--- src/design/qst_pkg.sv ---
// qst_pkg: shared constants and types for the quintic swing trajectory block.
// No dependencies; imported by every module of the block.
`default_nettype none
package qst_pkg;

    localparam int unsigned ONE_Q15    = 32768;
    localparam int unsigned APEX_LO    = 9830;
    localparam int unsigned APEX_HI    = 22938;
    localparam int unsigned XFER_LO    = 11469;
    localparam int unsigned XFER_HI    = 21299;
    localparam int unsigned PH_020     = 6554;
    localparam int unsigned PH_025     = 8192;
    localparam int unsigned PH_080     = 26214;

    localparam int unsigned DIV_STAGES = 5;
    localparam int unsigned DIV_BITS   = 3;
    localparam int unsigned QUIN_STAGES = 4;
    localparam int unsigned MID_STAGES = DIV_STAGES + QUIN_STAGES;

    typedef enum logic [1:0] {
        REG_CLEARANCE = 2'd0,
        REG_APEX      = 2'd1,
        REG_TRANSFER  = 2'd2
    } cfg_index_t;

    typedef struct packed {
        logic signed [23:0] sx;
        logic signed [23:0] sy;
        logic signed [23:0] sz;
        logic signed [24:0] dx;
        logic signed [24:0] dy;
        logic signed [25:0] dzu;
        logic signed [25:0] dzd;
    } payload_t;

endpackage
`default_nettype wire

--- src/design/qst_quintic.sv ---
// qst_quintic: four-stage pipelined quintic smoothstep s = t^3 (10 - 15t + 6t^2), Q1.15.
// Depends on qst_pkg for constants.
`default_nettype none
module qst_quintic (
    input  wire logic        aclk,
    input  wire logic        en,
    input  wire logic [15:0] t,
    output logic      [15:0] s
);
    import qst_pkg::*;

    logic [15:0] t1_reg;
    logic [30:0] t2_reg;
    logic [45:0] t3_reg;
    logic [35:0] p_reg;
    logic [51:0] cp_reg;
    logic [15:0] s_reg;

    logic [15:0] c;
    logic [35:0] p_next;
    logic [51:0] r_next;

    always_comb begin
        p_next = 36'(t2_reg) * 36'd6 + (36'd10 << 30) - 36'(t1_reg) * 36'd491520;
        c      = 16'((t3_reg + (46'd1 << 29)) >> 30);
        r_next = (cp_reg + (52'd1 << 29)) >> 30;
    end

    always_ff @(posedge aclk) begin
        if (en) begin
            t1_reg <= t;
            t2_reg <= 31'(32'(t) * 32'(t));
            t3_reg <= 46'(t2_reg) * 46'(t1_reg);
            p_reg  <= p_next;
            cp_reg <= 52'(c) * 52'(p_reg);
            s_reg  <= (r_next > 52'(ONE_Q15)) ? 16'(ONE_Q15) : r_next[15:0];
        end
    end

    assign s = s_reg;

endmodule
`default_nettype wire

--- config.mk ---
export PLATFORM = sky130hd
export DESIGN_NAME = qst_quintic
export DESIGN_NICKNAME = d
export VERILOG_FILES = /design/src/design/qst_pkg.sv /design/src/design/qst_quintic.sv
export SDC_FILE = /design/constraint.sdc
export NUM_CORES = 2
export LEC_CHECK = 0
export BUFFER_PORTS_ARGS = -buffer_cell sky130_fd_sc_hd__buf_2
export CAP_MARGIN = 20
export CORE_MARGIN = 4
export CORE_UTILIZATION = 39
export DETAILED_ROUTE_END_ITERATION = 16
export PLACE_DENSITY_LB_ADDON = 0.3
export SLEW_MARGIN = 5
export SYNTH_ARGS = -nofsm -noshare
export SYNTH_HDL_FRONTEND = slang
export SYNTH_SLANG_ARGS = --single-unit
--- constraint.sdc ---
create_clock -name aclk -period 8 [get_ports aclk]
set_input_delay 2 -clock aclk [delete_from_list [all_inputs] [get_ports aclk]]
set_output_delay 2 -clock aclk [all_outputs]
set_load 0.02 [all_outputs]
=== Yosys cells after proc, flatten, opt, wreduce, memory -nomap -nowiden ===
Cells that the tools add are included.

* Add/sub/neg operators: 4
* $mul: 5
* $lt $le $gt $ge: 1

{| class="wikitable"
|+ Operators with widths
! kind !! count
|-
| $add A52 B30 Y52 const B || 1
|-
| $mul A16 B36 Y52 || 1
|-
| $add A46 B30 Y46 const B || 1
|-
| $mul A31 B16 Y46 || 1
|-
| $sub A35 B35 Y36 || 1
|-
| $add A34 B34 Y35 const B || 1
|-
| $mul A31 B2 Y33 const B || 1
|-
| $mul A16 B16 Y31 || 1
|-
| $gt A22 B16 Y1 const B || 1
|-
| $mul A16 B4 Y20 const B || 1
|}

* Word-level logic and storage cells: 16
* Output and inout bits: 16
* Register bits: 197
* Input bits: 18

=== Depth between registers and ports, before layout ===
* Word-level depth: 3
* Mapped depth: 30
* Gate-level depth less buffers: 29

=== Least setup slack after synthesis ===
OpenSTA, ideal clock, no wires.

* Path type: input-to-reg
* Start: input port t[6]
* End: register t2_reg[27] (data pin)
* Arrival time: 7,741 ps
* Path buffers: 1
* Slack: 124 ps
* Stages: 24
* Data required time: 7,865 ps
* Library setup time: 135 ps
* Cells stage by stage: clkbuf_1 nand2_1 fa_1 inv_1 fa_1 inv_1 fa_1 inv_1 fa_1 inv_1 fa_1 fa_1 inv_1 ha_1 a21o_1 a21o_1 a21o_1 a21oi_1 nor2b_1 o41a_1 o211ai_1 a21oi_1 or4_1 nand3_1

* Longest elaborated chain between the ends: 1

{| class="wikitable"
|+ Ends and longest elaborated chain
! item !! RTL line !! source
|-
| start, declared || qst_quintic.sv:7 || <nowiki>input wire logic [15:0] t,</nowiki>
|-
| $mul A16 B16 Y31 || qst_quintic.sv:32 || <nowiki>t2_reg <= 31'(32'(t) * 32'(t));</nowiki>
|-
| end signal, assigned || qst_quintic.sv:32 ||
|-
| end, declared || qst_quintic.sv:13 || <nowiki>logic [30:0] t2_reg;</nowiki>
|}

No other way between the ends.
A chain may end at the register's enable or synchronous reset.

=== Final worst setup path ===
* Start: register t3_reg[33]
* End: register cp_reg[51] (data pin)

* Longest elaborated chain between the ends: 2

{| class="wikitable"
|+ Ends and longest elaborated chain
! item !! RTL line !! source
|-
| start, declared || qst_quintic.sv:14 || <nowiki>logic [45:0] t3_reg;</nowiki>
|-
| start signal, assigned || qst_quintic.sv:33 || <nowiki>t3_reg <= 46'(t2_reg) * 46'(t1_reg);</nowiki>
|-
| $add A46 B30 Y46 || qst_quintic.sv:25 || <nowiki>c = 16'((t3_reg + (46'd1 << 29)) >> 30);</nowiki>
|-
| $mul A16 B36 Y52 || qst_quintic.sv:35 || <nowiki>cp_reg <= 52'(c) * 52'(p_reg);</nowiki>
|-
| end signal, assigned || qst_quintic.sv:35 ||
|-
| end, declared || qst_quintic.sv:16 || <nowiki>logic [51:0] cp_reg;</nowiki>
|}

No other way between the ends.

==> results.py <==
metrics = {
    "yosys": {
        "synth_top_family_by_area": "adder cells",
        "synth_area_leaders": "fa_1, ha_1, inv_1, edfxtp_1, nand2_1",
        "syn_inst": 5116,
        "yosysTopAreaCellShare": 0.443,
        "synth_seq_cells": 135,
        "synth-simple-area-share": 0.152,
        "syn_area_um2": 47000,
        "ys_types": 73,
        "synth-compound-area-share": 0.0584,
        "netlist.top_cell.by_area": "fa_1",
        "syn-num-nets": 6615,
        "synthAdderAreaFrac": 0.561,
        "synthMuxAreaShare": 0.00152,
        "synth_xor_area_frac": 0.0317,
        "async_reset_ff_frac": 0,
        "synth_ff_type": "edfxtp_1",
        "synth_edf_count": 135,
        "synth_warnings": 0,
        "syn_avg_cell_area_um2": 9.18,
        "synth-seq-area-share": 0.0863,
    },
    "final_layout": {
        "layout_common_cells": "inv_1, fa_1, nand2_1",
        "regArea_um2": 4050,
        "n_fill_cell": 11800,
        "area_growth_pct": 8.22,
        "n_antenna_cell": 0,
        "final_common_cell": "inv_1",
        "multi_input_comb_area_um2": 38000,
        "nets": 6653,
        "drive_gt1_frac": 0.0586,
        "largest_reg_flops": 34,
    },
    "die": {
        "die_area_um2": 126000,
        "die_w_um": 355,
        "core_um2": 120000,
        "rows": 127,
        "die_y_um": 355,
        "ios": 34,
        "initial_utilization": 0.392,
    },
    "setup_path": {
        "critPathCaptureType": "flip-flop",
        "crit_fanout": 11,
        "reg2reg_from": "t3_reg[33]$_DFFE_PP_",
        "reg2reg_depth": 29,
        "crit_arrival_ns": 7.97,
        "crit_slowest_cell": "fa_1",
        "crit_top_cell": "fa_1",
        "cp_data_required_time_ns": 8.22,
        "critPathLaunchType": "flip-flop",
        "critPathLaunch": "t3_reg[33]$_DFFE_PP_",
        "path_class": "reg2reg",
        "reg2reg_slack_ns": 0.25,
        "slowest_delay_ns": 0.55,
    },
    "clock_network": {
        "root_buffer": "clkbuf_16",
        "insertion_delay_ns": 0.48,
        "clkTransAtPathRegs_ns": 0.08,
        "cts_tree": "built",
        "cts_buffers": 17,
        "clockBufferDepth": 2,
        "cts_sinks": 135,
        "ctsHoldBuffers": 0,
        "h-tree-depth": 4,
    },
    "timing": {
        "max_freq_mhz": 129,
        "setup_ws_ns": 0.254,
        "finalHoldViolCount": 0,
        "maxSlewHeadroom": 0.237,
        "drv_slew": 0,
        "setup_tns_ns": 0,
        "post-route-min-period_ns": 7.75,
        "fin_crit_sh": 0.968,
        "finalClockSkew_ns": 0.0206,
        "finalSetupViolations": 0,
        "tightest_slew_ns": 1.15,
    },
    "placement": {
        "post-place-ws_ns": -0.134,
        "gp_congestion": 0.880,
        "portBuffers": 33,
        "post-dp-hpwl_um": 93900,
    },
    "grt": {
        "grt_pass1_wl_um": 195000,
        "grt_pass1_vias": 37100,
        "grt_max_degree": 86,
        "gr-total-overflow": 0,
        "grt_use_total": 0.194,
        "antenna_found_initial": 0,
    },
    "min_path": {
        "min_from": "cp_reg[34]$_DFFE_PP_",
        "min_path_type": "reg2reg",
        "hold_depth": 2,
    },
    "route": {
        "vias_per_cell": 4.98,
        "drtIter0Drc": 1728,
        "drtPass1Iterations": 5,
        "routedWlPerCell_um": 17.4,
        "antenna_left": 0,
        "vias": 33700,
        "routed_wirelength_um": 118000,
        "drc": 0,
    },
    "outcome": {
        "outcome": "completed",
    },
    "flow_run": {
        "max_cap_violations": 0,
    },
}
cells in the mapped netlist, types with 14 or more instances:
library cell     n
clkbuf_1       184
xor2_1          52
o21bai_1        14
ha_1           441
or2_2           18
inv_1         1178
and3_1          16
a21o_1          55
edfxtp_1       135
o21ai_0         58
xnor2_1        116
nand2_1        843
nand3_1         47
nor2b_1         29
nand4_1         22
and2_1         364
fa_1          1040
nor3_1          25
o21a_1          17
nor2_1         138
nand2b_1        21
a21oi_1        140
per-stage QoR:
stage	area [um^2]	cells	util	hold slack (ns)
finish	50800	6779	0.424	0.670
global route	50800	6779	0.424	0.725
CTS	50700	6775	0.423	0.677
detailed placement	50100	6743	0.418	0.659
global placement	50100	6743	0.418	0.644
floorplan	47000	5116	-	0.543
path summary, 6_finish.rpt:
check | to
max | cp_reg[51]$_DFFE_PP_
min | s[4]$_SDFFCE_PN0P_
max reg2reg | cp_reg[51]$_DFFE_PP_
min reg2reg | s[4]$_SDFFCE_PN0P_
logic make-up after synthesis:
group,after synthesis
compound gates,411
xor+xnor,169
fa+ha+maj,1481
buf+inv,1367
flops,135
mux,7
simple gates,1546
area by class of cell:
| class | instances | area share |
|---|---|---|
| Tap cell | 1612 | 0.0397 |
| Multi-Input combinational cell | 3614 | 0.747 |
| Inverter | 1178 | 0.0870 |
| Sequential cell | 135 | 0.0797 |
| Clock buffer | 17 | 0.00837 |
| Timing Repair Buffer | 208 | 0.0345 |
| Clock inverter | 15 | 0.00357 |
critical path, delay by kind of cell, from the launching register on:
family	cells	cell delay, ns
xor gates and xnor gates	2	0.30
buffers and inverters	5	0.43
and+or+nand+nor	7	1.06
DFF	1	0.34
AOI/OAI and AO/OA	8	2.07
adders and majority gates	7	3.25
repair_timing:
action / 4_1_cts / 5_1_grt
endpoints found under the setup margin: 1 / 12
resized for setup: 1 / 12
cloned: 0 / 1
pin swaps: 0 / 6
buffers inserted: 0 / 3
layer usage:
metal  track usage  vias to the layer above  wire length, um
met3        0.0248                      209             5640
met2         0.332                      824            57400
met5             0                        -                0
li1              -                    15500                -
met4        0.0572                        0             3600
met1         0.258                    17200            51300
Power is left out: the tool's default activity adds up to more than one toggle a clock period on the data nets, which glitch-free logic cannot reach.
