$ cat src/design/qst_pkg.sv
// qst_pkg: shared constants and types for the quintic swing trajectory block.
// No dependencies; imported by every module of the block.
`default_nettype none
package qst_pkg;

    localparam int unsigned ONE_Q15    = 32768;
    localparam int unsigned APEX_LO    = 9830;
    localparam int unsigned APEX_HI    = 22938;
    localparam int unsigned XFER_LO    = 11469;
    localparam int unsigned XFER_HI    = 21299;
    localparam int unsigned PH_020     = 6554;
    localparam int unsigned PH_025     = 8192;
    localparam int unsigned PH_080     = 26214;

    localparam int unsigned DIV_STAGES = 5;
    localparam int unsigned DIV_BITS   = 3;
    localparam int unsigned QUIN_STAGES = 4;
    localparam int unsigned MID_STAGES = DIV_STAGES + QUIN_STAGES;

    typedef enum logic [1:0] {
        REG_CLEARANCE = 2'd0,
        REG_APEX      = 2'd1,
        REG_TRANSFER  = 2'd2
    } cfg_index_t;

    typedef struct packed {
        logic signed [23:0] sx;
        logic signed [23:0] sy;
        logic signed [23:0] sz;
        logic signed [24:0] dx;
        logic signed [24:0] dy;
        logic signed [25:0] dzu;
        logic signed [25:0] dzd;
    } payload_t;

endpackage
`default_nettype wire

$ cat src/design/qst_div.sv
// qst_div: pipelined restoring divider, saturating Q1.15 quotient of num*2^15/den.
// Depends on qst_pkg for stage count and bits per stage.
`default_nettype none
module qst_div (
    input  wire logic        aclk,
    input  wire logic        en,
    input  wire logic [15:0] num,
    input  wire logic [14:0] den,
    output logic      [15:0] quo
);
    import qst_pkg::*;

    localparam int unsigned QB = DIV_STAGES * DIV_BITS;

    logic [14:0]   rem_reg [DIV_STAGES];
    logic [QB-1:0] q_reg   [DIV_STAGES];
    logic [14:0]   den_reg [DIV_STAGES];
    logic          sat_reg [DIV_STAGES];

    logic [14:0]   rem_next [DIV_STAGES];
    logic [QB-1:0] q_next   [DIV_STAGES];
    logic [14:0]   den_next [DIV_STAGES];
    logic          sat_next [DIV_STAGES];

    always_comb begin
        logic [15:0] r;
        logic [14:0] d;
        logic [QB-1:0] q;
        for (int i = 0; i < DIV_STAGES; i++) begin
            if (i == 0) begin
                r = {1'b0, num[14:0]};
                d = den;
                q = '0;
                sat_next[i] = (num >= {1'b0, den});
            end else begin
                r = {1'b0, rem_reg[i-1]};
                d = den_reg[i-1];
                q = q_reg[i-1];
                sat_next[i] = sat_reg[i-1];
            end
            for (int b = 0; b < DIV_BITS; b++) begin
                r = {r[14:0], 1'b0};
                q = {q[QB-2:0], 1'b0};
                if (r >= {1'b0, d}) begin
                    r = r - {1'b0, d};
                    q[0] = 1'b1;
                end
            end
            rem_next[i] = r[14:0];
            q_next[i]   = q;
            den_next[i] = d;
        end
    end

    always_ff @(posedge aclk) begin
        if (en) begin
            for (int i = 0; i < DIV_STAGES; i++) begin
                rem_reg[i] <= rem_next[i];
                q_reg[i]   <= q_next[i];
                den_reg[i] <= den_next[i];
                sat_reg[i] <= sat_next[i];
            end
        end
    end

    assign quo = sat_reg[DIV_STAGES-1] ? 16'(ONE_Q15)
                                       : {1'b0, q_reg[DIV_STAGES-1][14:0]};

endmodule
`default_nettype wire

$ cat config.mk
export PLATFORM = sky130hd
export DESIGN_NAME = qst_div
export DESIGN_NICKNAME = d
export VERILOG_FILES = /design/src/design/qst_pkg.sv /design/src/design/qst_div.sv
export SDC_FILE = /design/constraint.sdc
export NUM_CORES = 1
export LEC_CHECK = 0
export BUFFER_PORTS_ARGS = -buffer_cell sky130_fd_sc_hd__buf_2
export CAP_MARGIN = 20
export CORE_UTILIZATION = 55
export DETAILED_ROUTE_END_ITERATION = 12
export MAX_ROUTING_LAYER = met4
export PLACE_DENSITY_LB_ADDON = 0.12
export SETUP_SLACK_MARGIN = 0.15
export SYNTH_ARGS = -nofsm -noshare
export SYNTH_HDL_FRONTEND = slang
export SYNTH_SLANG_ARGS = --single-unit
export TNS_END_PERCENT = 30
$ cat constraint.sdc
create_clock -name aclk -period 11.51 [get_ports aclk]
set_clock_uncertainty 0.2 [all_clocks]
set_input_delay 1.151 -clock aclk [delete_from_list [all_inputs] [get_ports aclk]]
set_output_delay 1.151 -clock aclk [all_outputs]
set_load 0.05 [all_outputs]
== After elaboration in Yosys (flattened, before gate mapping) ==
Memory sizes are Yosys's and may differ from the RTL's.
Cells that the tools add are included.
Widths: inputs -> output; s select.

* Register bits after elaboration: 0
* RAM bits: 230
* Input port bits: 33
* Output and inout bits: 16
* Logic and storage cells: 68
* Memories: 4

* Add/sub/neg operators: 15
* Magnitude comparators: 16
* Muxes and demuxes: 33

{| class="wikitable"
|+ Memories
! name !! words !! width !! read ports !! clocked after Yosys merged registers in !! write ports !! line !! text
|-
| den_reg || 5 || 15 || 4 || 0 || 5 || qst_div.sv:17 || <nowiki>logic [14:0] den_reg [DIV_STAGES];</nowiki>
|-
| q_reg || 5 || 15 || 5 || 0 || 5 || qst_div.sv:16 || <nowiki>logic [QB-1:0] q_reg [DIV_STAGES];</nowiki>
|-
| rem_reg || 5 || 15 || 4 || 0 || 5 || qst_div.sv:15 || <nowiki>logic [14:0] rem_reg [DIV_STAGES];</nowiki>
|-
| sat_reg || 5 || 1 || 5 || 0 || 5 || qst_div.sv:18 || <nowiki>logic sat_reg [DIV_STAGES];</nowiki>
|}

{| class="wikitable"
|+ Operator list
! kind !! number
|-
| $ge 16x15->1 || 16
|-
| $mux 15 || 15
|-
| $sub 15x15->15 || 15
|-
| $mux 1 || 17
|-
| $mux 16 || 1
|}

== Longest topological paths before layout ==
An unclocked memory read counts as a cell.

* Depth in word-level cells: 7
* Depth in mapped cells: 35
* Gate-level depth less buffers: 29

== Worst setup path after synthesis ==
Ideal clock, no wire load.

* Path type: register to register
* Start: mem den_reg[1][0], in the netlist den_reg[0][15]
* End: mem rem_reg[2][6], in the netlist rem_reg[0][36], data pin
* Arrival: 7867 ps
* Required time: 11050 ps
* Path slack: 3183 ps
* Stages on the path, launching flop included: 33
* Path buffers: 4
* Clock period less this slack: 8327 ps
* Path through: edfxtp_1 -> buf_4 -> inv_1 -> fa_1 -> a211oi_1 -> nor2_1 -> o22ai_2 -> o211ai_1 -> a21oi_2 -> clkbuf_1 -> nand2_1 -> o41ai_1 -> ha_1 -> and3_1 -> a221o_1 -> or4_1 -> o221ai_2 -> o21ai_1 -> or2_1 -> a211oi_4 -> buf_4 -> mux2_2 -> ha_1 -> a21o_1 -> a21o_1 -> a221o_1 -> a31oi_4 -> o211ai_2 -> a311o_1 -> a2111o_1 -> o32ai_4 -> buf_12 -> mux2_4

{| class="wikitable"
|+ RTL lines
! what !! line
|-
| start, declared || qst_div.sv:17
|-
| end, declared || qst_div.sv:15
|}

==> out/metrics.cfg <==
[outcome]
status = finished clean

[sta]
slew_viol_final = 0
rsz0062_at_grt = no
finalHoldViolations = 0
setup_viol = 0
fmax_mhz = 107
layout_min_cycle_time_ns = 9.38
tns_ns = 0
post-route-period-util_pct = 81.5
slew_headroom_pct = 32.4
worst_slew_pin_slew_ns = 1.01

[yosys]
syn_inst = 1866
syn-num-nets = 2133
yosysUniqueCellTypes = 92
ys.flop_type = edfxtp_1
synth_edf_count = 170
seq_area_frac_synth_pct = 29.1
yosysTopAreaCellShare_pct = 29.1
netlist_area_sq_um = 17500
yosys_warnings = 0
ys_ff_latch = 170
postSynthAreaPerCell_sq_um = 9.40
async_flop_share_pct = 0
yosys-top-cells-area = edfxtp_1, ha_1, mux2_2
yosys.area.top_type = edfxtp_1

[worst_setup_path]
crit_path_max_incr_delay_ns = 0.58
cp-start-kind = flip-flop
critPathMaxFanout = 23
path_buf_inv = 3
crit_type = flip-flop to flip-flop
crit_family = compound AO/OA/AOI/OAI gates
slowest_stage = o32ai_4
worstPathArrival_ns = 9.37
required_ns = 11.50
critPathCaptureType = flip-flop

[routing]
route.detailed.drc = 0
via_count = 14198
wl_per_cell_microns = 18.4
wirelength_mm = 42.7
first_pass_iters = 6
viasPerCell = 6.10
ant_nets = 0
drtIter0Drc = 783

[place]
gp_congestion = 0.930
portBuffers = 48
place_hpwl_mm = 34.2

[clock_tree]
insertion_delay_ns = 0.45
htreeDepth = 4
clk_transition_reported_paths_ns = 0.07
cts.path.max_buffers = 2
holdBufCountCts = 0
clockRootBuffer = clkbuf_16
clkSinkCount = 170
numCtsBuffers = 17
cts_resized = 0
cts_tree = done
cts_setup_buffers = 0

[global_route]
antenna_found_initial = 0
global_route.usage.total_pct = 27.5
grt_overflow = 0
grtUsageMet2_pct = 47.0
grt_util_met3_pct = 2.75
busiest_layer = met2
grt_max_degree = 94
first_global_vias = 13847
use_met1_pct = 34.1
grt_pass1_wl_mm = 69.5

[final_layout]
nets = 2179
syn2layout_area_growth_pct = 7.02
drive_gt1_share_pct = 13.2
n_antenna_cell = 0

[run]
max-cap-violations = 0

[floorplan]
die_y_microns = 181
core.rowCount = 65
start_util_pct = 55.7
ioPinCount = 49
dieArea_sq_um = 32600
die_x_microns = 181
coreArea_sq_um = 31500

[hold_path]
hold_class = flip-flop to flip-flop

-- final cells by class --
class | count | area, sq um
Fill cell | 2773 | 12700
Multi-Input combinational cell | 1542 | 11800
Sequential cell | 170 | 5100
Tap cell | 402 | 503
Inverter | 125 | 469
Clock buffer | 17 | 425
Timing Repair Buffer | 56 | 307
Clock inverter | 15 | 154
-- final timing paths --
kind	slack [ns]	endpoint	start	cells past startpoint
worst min-delay path	0.22	q_reg[0][73]	q_reg[0][55]	0
worst max-delay path	2.13	rem_reg[0][44]	den_reg[0][15]	30
worst max register to register	2.13	rem_reg[0][44]	den_reg[0][15]	30
worst min register to register	0.22	q_reg[0][73]	q_reg[0][55]	0
-- synth_stat cells, types with 6 or more instances --
master / count
a211o_1: 12
a211oi_1: 17
a21boi_0: 12
a21o_1: 60
a21oi_1: 151
a31o_2: 8
a31oi_1: 14
a41oi_1: 7
and2_1: 16
and3_1: 12
and4_1: 7
buf_2: 7
clkbuf_1: 13
edfxtp_1: 170
ha_1: 229
inv_1: 123
mux2_2: 102
mux2_4: 16
nand2_1: 106
nand2b_1: 21
nand3_1: 31
nand4_1: 12
nor2_1: 148
nor2b_1: 38
nor3_1: 43
nor4_1: 7
o211ai_1: 22
o21a_1: 33
o21ai_0: 100
o21bai_1: 11
o31a_1: 6
o31ai_1: 20
or2_2: 14
or3_1: 16
xnor2_1: 101
xor2_1: 47
-- layer usage --
| metal | routed length, microns | part of all wire [%] |
|---|---|---|
| met4 | 1170 | 2.7 |
| met2 | 20500 | 48 |
| met1 | 19500 | 46 |
| met3 | 1450 | 3.4 |
| met5 | 0 | 0 |
-- cells in the final DEF, fill, tap and decap left out, types with 8 or more instances in the layout --
cell       instances
nand4_1           12
edfxtp_1         170
nand3_1           31
xor2_1            47
a211o_1           12
o21a_1            33
nand2b_1          21
a21o_1            60
and2_1            16
or2_2             14
or3_1             16
a21boi_0          12
nand2_1          106
nor2b_1           38
o21ai_0          100
nor3_1            43
o211ai_1          22
mux2_2           102
nor2_1           148
xnor2_1          101
o31ai_1           20
ha_1             229
buf_4              8
buf_2             47
a21oi_1          151
a31o_2             8
a31oi_1           14
and3_1            12
clkbuf_16         17
o21bai_1          11
mux2_4            16
inv_1            123
a211oi_1          17
-- cell families after synthesis --
kind of cell,count (synthesis),synth area share [%]
and+or+nand+nor,490,13.6
adders and majority gates,234,16.9
DFF,170,29.1
muxes,122,8.15
buffers and inverters,154,3.61
xor gates and xnor gates,148,7.39
AOI/OAI and AO/OA,548,21.2
-- metrics by stage --
step / std cells / area (sq um) / hold slack, ns / setup slack [ns] / utilization, %
6_report: 2327 / 18800 / 0.219 / 2.13 / 59.6
5_1_grt: 2327 / 18800 / 0.222 / 1.68 / 59.6
4_1_cts: 2327 / 18800 / 0.223 / 2.21 / 59.6
3_5_place_dp: 2295 / 18200 / 0.205 / 2.11 / 57.8
3_3_place_gp: 2295 / 18200 / 0.201 / 2.46 / 57.8
2_1_floorplan: 1866 / 17500 / 0.200 / 3.18 / -
Power is not shown: default switching activity piles up to over one toggle a cycle in this logic, so the estimate is an artifact.
